===== src/v6lpm_pkg.sv =====
// Package for the IPv6 longest prefix route lookup.
// Holds word layouts, opcodes, FSM states, controller/datapath links and the metric ranking.
// No dependencies.
package v6lpm_pkg;

    localparam int DEF_NUM_ROUTES = 64;
    localparam int ENTRY_W        = 6;
    localparam int ADDR_W         = 128;
    localparam int PREFIX_W       = 8;
    localparam int METRIC_W       = 32;
    localparam int IFNUM_W        = 8;
    localparam int OPCODE_W       = 2;

    localparam logic [PREFIX_W-1:0] MAX_PREFIX = 8'd128;
    localparam logic [METRIC_W-1:0] WORST_RANK = 32'h7FFF_FFFF;

    // input word: entry, addr high, addr low, prefix, metric, hop high, hop low, interface
    localparam int IN_ENTRY_LSB  = 0;
    localparam int IN_AHI_LSB    = IN_ENTRY_LSB + ENTRY_W;
    localparam int IN_ALO_LSB    = IN_AHI_LSB + 64;
    localparam int IN_PFX_LSB    = IN_ALO_LSB + 64;
    localparam int IN_MET_LSB    = IN_PFX_LSB + PREFIX_W;
    localparam int IN_NHI_LSB    = IN_MET_LSB + METRIC_W;
    localparam int IN_NLO_LSB    = IN_NHI_LSB + 64;
    localparam int IN_IF_LSB     = IN_NLO_LSB + 64;
    localparam int IN_USED_W     = IN_IF_LSB + IFNUM_W;
    localparam int IN_DATA_W     = ((IN_USED_W + 7) / 8) * 8;

    // output word: index, prefix, metric, hop high, hop low, interface
    localparam int OUT_USED_W    = ENTRY_W + PREFIX_W + METRIC_W + ADDR_W + IFNUM_W;
    localparam int OUT_DATA_W    = ((OUT_USED_W + 7) / 8) * 8;
    localparam int OUT_PAD_W     = OUT_DATA_W - OUT_USED_W;

    typedef enum logic [OPCODE_W-1:0] {
        OP_LOOKUP     = 2'd0,
        OP_WRITE      = 2'd1,
        OP_INVALIDATE = 2'd2
    } t_opcode;

    typedef enum logic [1:0] {
        ST_IDLE,
        ST_SCAN,
        ST_LAST,
        ST_DONE
    } t_state;

    typedef struct packed {
        logic [ADDR_W-1:0]   dest;
        logic [PREFIX_W-1:0] prefix;
        logic [METRIC_W-1:0] metric;
        logic [ADDR_W-1:0]   next_hop;
        logic [IFNUM_W-1:0]  ifnum;
    } t_route;

    typedef struct packed {
        logic start;
        logic write;
        logic invalidate;
        logic scan_step;
        logic load_zero;
        logic load_best;
    } t_dp_cmd;

    typedef struct packed {
        logic out_free;
        logic scan_last;
    } t_dp_status;

    function automatic logic [METRIC_W-1:0] rank_metric(input logic [METRIC_W-1:0] raw);
        rank_metric = raw[METRIC_W-1] ? WORST_RANK : raw;
    endfunction

endpackage


===== src/v6lpm_ctrl.sv =====
// Controller FSM for the route lookup: sequences accepts, table scans and result loads.
// Depends on v6lpm_pkg.
module v6lpm_ctrl (
    input  logic                                i_clk,
    input  logic                                i_rst_n,
    input  logic                                s_axis_tvalid,
    output logic                                s_axis_tready,
    input  logic [v6lpm_pkg::OPCODE_W-1:0]      i_opcode,
    input  v6lpm_pkg::t_dp_status               i_status,
    output v6lpm_pkg::t_dp_cmd                  o_cmd
);

    v6lpm_pkg::t_state r_state;
    v6lpm_pkg::t_state n_state;

    always_ff @(posedge i_clk) begin
        if (!i_rst_n) begin
            r_state <= v6lpm_pkg::ST_IDLE;
        end else begin
            r_state <= n_state;
        end
    end

    always_comb begin
        n_state       = r_state;
        s_axis_tready = 1'b0;
        o_cmd         = '0;
        case (r_state)
            v6lpm_pkg::ST_IDLE: begin
                s_axis_tready = i_status.out_free;
                if (s_axis_tvalid && i_status.out_free) begin
                    case (v6lpm_pkg::t_opcode'(i_opcode))
                        v6lpm_pkg::OP_LOOKUP: begin
                            o_cmd.start = 1'b1;
                            n_state     = v6lpm_pkg::ST_SCAN;
                        end
                        v6lpm_pkg::OP_WRITE: begin
                            o_cmd.write     = 1'b1;
                            o_cmd.load_zero = 1'b1;
                        end
                        v6lpm_pkg::OP_INVALIDATE: begin
                            o_cmd.invalidate = 1'b1;
                            o_cmd.load_zero  = 1'b1;
                        end
                        default: begin
                            o_cmd.load_zero = 1'b1;
                        end
                    endcase
                end
            end
            v6lpm_pkg::ST_SCAN: begin
                o_cmd.scan_step = 1'b1;
                if (i_status.scan_last) begin
                    n_state = v6lpm_pkg::ST_LAST;
                end
            end
            v6lpm_pkg::ST_LAST: begin
                n_state = v6lpm_pkg::ST_DONE;
            end
            v6lpm_pkg::ST_DONE: begin
                if (i_status.out_free) begin
                    o_cmd.load_best = 1'b1;
                    n_state         = v6lpm_pkg::ST_IDLE;
                end
            end
            default: begin
                n_state = v6lpm_pkg::ST_IDLE;
            end
        endcase
    end

    a_ready_only_idle: assert property (@(posedge i_clk) disable iff (!i_rst_n)
        s_axis_tready |-> (r_state == v6lpm_pkg::ST_IDLE))
        else $error("ready raised outside idle");

    a_last_to_done: assert property (@(posedge i_clk) disable iff (!i_rst_n)
        (r_state == v6lpm_pkg::ST_LAST) |=> (r_state == v6lpm_pkg::ST_DONE))
        else $error("final compare not followed by result load");

endmodule


===== config.mk =====
export PLATFORM = sky130hd
export DESIGN_NAME = v6lpm_ctrl
export DESIGN_NICKNAME = d
export VERILOG_FILES = /design/src/v6lpm_pkg.sv /design/src/v6lpm_ctrl.sv
export SDC_FILE = /design/constraint.sdc
export NUM_CORES = 1
export LEC_CHECK = 0
export ABC_AREA = 1
export BUFFER_PORTS_ARGS = -buffer_cell sky130_fd_sc_hd__buf_2
export CAP_MARGIN = 40
export CORE_AREA = 4 4 41 43
export DETAILED_ROUTE_END_ITERATION = 10
export DIE_AREA = 0 0 45 47
export SLEW_MARGIN = 20
export SYNTH_ARGS = -nofsm -noshare
export SYNTH_HDL_FRONTEND = slang
export SYNTH_SLANG_ARGS = --single-unit

===== constraint.sdc =====
create_clock -name i_clk -period 2.5 [get_ports i_clk]
set_clock_uncertainty 0.05 [all_clocks]
set_input_delay 0.125 -clock i_clk [delete_from_list [all_inputs] [get_ports i_clk]]
set_output_delay 0.125 -clock i_clk [all_outputs]
set_load 0.01 [all_outputs]

==> impl_metrics.py <==
metrics = {
    "global_route": {
        "grtUsageTotal_pct": 7.10,
        "grt_pass1_wl_um": 1010,
        "grt_max_degree": 5,
        "grt_pass1_vias": 266,
        "overflow": 0,
        "antenna_found_initial": 0,
    },
    "power_and_ir_drop": {
        "peakVddDrop_mv": 0.377,
        "p_per_area_mw_per_mm2": 986,
        "p_leak_nw": 0.228,
    },
    "drt": {
        "drc": 0,
        "firstDrtPassIters": 2,
        "drt_iter0_markers": 8,
        "vias_per_cell": 3.75,
        "antenna_left": 0,
        "wl_um": 539,
        "vias": 270,
        "wire_per_inst_um": 7.49,
    },
    "final_layout": {
        "top_regs": "r_state: 2 flops",
        "largest-register": "r_state",
        "postLayoutCoreUtil_pct": 26.8,
        "areaGrowthSynthToFinish_pct": 43.8,
        "largest_reg_flops": 2,
        "final_common_cell": "buf_2",
        "nFillCells": 154,
        "nets": 71,
        "final_cell_mix": "buf_2 (13), nand2_1 (11), inv_1 (10)",
        "drive_gt1_share_pct": 31.6,
        "final-seq-area_sq_um": 40.0,
        "antenna_cells": 0,
        "multi_input_area_sq_um": 165,
    },
    "worst_setup_path": {
        "required_ns": 2.33,
        "cp-end-kind": "primary output",
        "start_kind": "register",
        "crit_arrival_ns": 1.33,
        "crit_path_max_fanout": 4,
        "worstSetupPathType": "reg -> out",
    },
    "synth": {
        "yosys_warnings": 0,
        "yosys_register_bits": 2,
        "yosysTopAreaCellShare_pct": 25.8,
        "synth_cell_types": 10,
        "yosysTopAreaCell": "ha_1",
        "syn_nets": 53,
        "ys_seq_area_share_pct": 16.5,
        "netlist_instances": 41,
        "synthTopCellsByArea": "ha_1 (26%), nand2_1 (17%), dfxtp_1 (16%)",
        "netlist_area_sq_um": 243,
        "synth.avg_cell_area_sq_um": 5.92,
    },
    "place": {
        "dp_hpwl_um": 460,
        "place.gp.congestion": 0.647,
        "port_buffers": 13,
    },
    "status": {
        "status": "complete, no violations",
    },
    "floorplanning": {
        "ioPinCount": 14,
        "row_count": 13,
        "die_y_um": 47,
        "die_w_um": 45,
        "die-area_sq_mm": 0.00212,
        "start_util_pct": 18.7,
        "core_area_sq_mm": 0.00130,
    },
    "sta": {
        "tightest_slew_ns": 0.140,
        "min_period_over_period_pct": 60.4,
        "tns_ns": 0,
        "setup_viol": 0,
        "relSlewSlack_pct": 90.6,
        "final.min_clock_period_ns": 1.51,
        "slew_violations": 0,
        "hold_viol_final": 0,
        "rsz0062_at_grt": "false",
        "fmax_ghz": 0.662,
    },
    "run": {
        "cap_viol_max_count": 0,
    },
    "clocking": {
        "ctsResizeCount": 0,
        "clkTransAtPathRegs_ns": 0.03,
        "post_cts_buffers": 0,
        "ctsRootBufferMaster": "clkbuf_4",
        "cts_tree": "done",
        "htreeDepth": 1,
        "cts.path.max_buffers": 2,
        "clock_sinks": 2,
        "cts_buffers": 3,
        "clock_latency_ns": 0.22,
        "hold_buffers": 0,
    },
    "hold_path": {
        "hp-class": "in -> reg",
    },
}
## cells in the mapped netlist
cell type / instances
nand3_1: 2
nor2_2: 1
nor2_1: 5
inv_1: 10
nand2_2: 1
ha_1: 5
a21oi_1: 2
dfxtp_1: 2
nor3_1: 2
nand2_1: 11
## cells by family after synthesis
kind of cell	count (synthesis)	share of synthesized area (%)
and+or+nand+nor	22	38.1
buffers and inverters	10	15.5
DFF	2	16.5
adders and majority gates	5	25.8
AOI/OAI and AO/OA	2	4.12
## per-stage QoR
| step | hold WS (ns) | std cells | total power [mW] | worst slack (ns) | area, sq um |
|---|---|---|---|---|---|
| global route | 0.0990 | 72 | 0.401 | 0.799 | 349 |
| CTS | 0.0815 | 72 | 0.356 | 0.964 | 349 |
| global placement | 0.310 | 69 | 0.272 | 1.24 | 327 |
| floorplan | 0.196 | 41 | 0.219 | 1.22 | 243 |
| detailed placement | 0.321 | 69 | 0.279 | 1.21 | 327 |
| finish | 0.0897 | 72 | 0.344 | 0.990 | 349 |
## power breakdown
group | total (mW) | internal (mW) | switching, mW
logic | 0.206 | 0.0848 | 0.121
registers | 0.0677 | 0.0497 | 0.0180
clock network | 0.0703 | 0.0528 | 0.0175
total | 0.344 | 0.187 | 0.157
## layout make-up
type	instances	area share, %
multi-input combinational	29	47.3
timing repair buffer	13	18.6
sequential	2	11.5
inverter	10	10.8
clock buffer	3	6.45
tap	15	5.38
## worst max-delay path, cell delays in order (launching register included)
cell,delay (ns)
dfxtp_1,0.33
inv_1,0.11
ha_1,0.19
nand2_1,0.05
inv_1,0.06
nand2_1,0.09
nor3_1,0.14
buf_2,0.15
## per-layer routing
layer	share of wire [%]	up-vias	track usage, %
met5	0	-	0
met4	0	0	8.77
met3	8.3	0	2.30
met2	46	9	10.5
met1	45	108	7.24
li1	-	153	-
## worst paths after layout
kind	from	endpoint	slack [ns]	cells after the start
max	r_state[1]$_SDFFE_PN0P_	o_cmd[4]	0.99	7
min	i_rst_n	r_state[0]$_SDFFE_PN0P_	0.09	3
max reg2reg	r_state[1]$_SDFFE_PN0P_	r_state[1]$_SDFFE_PN0P_	1.27	8
min reg2reg	r_state[0]$_SDFFE_PN0P_	r_state[0]$_SDFFE_PN0P_	0.49	2
No activity file was read; power rests on OpenSTA's default activity.
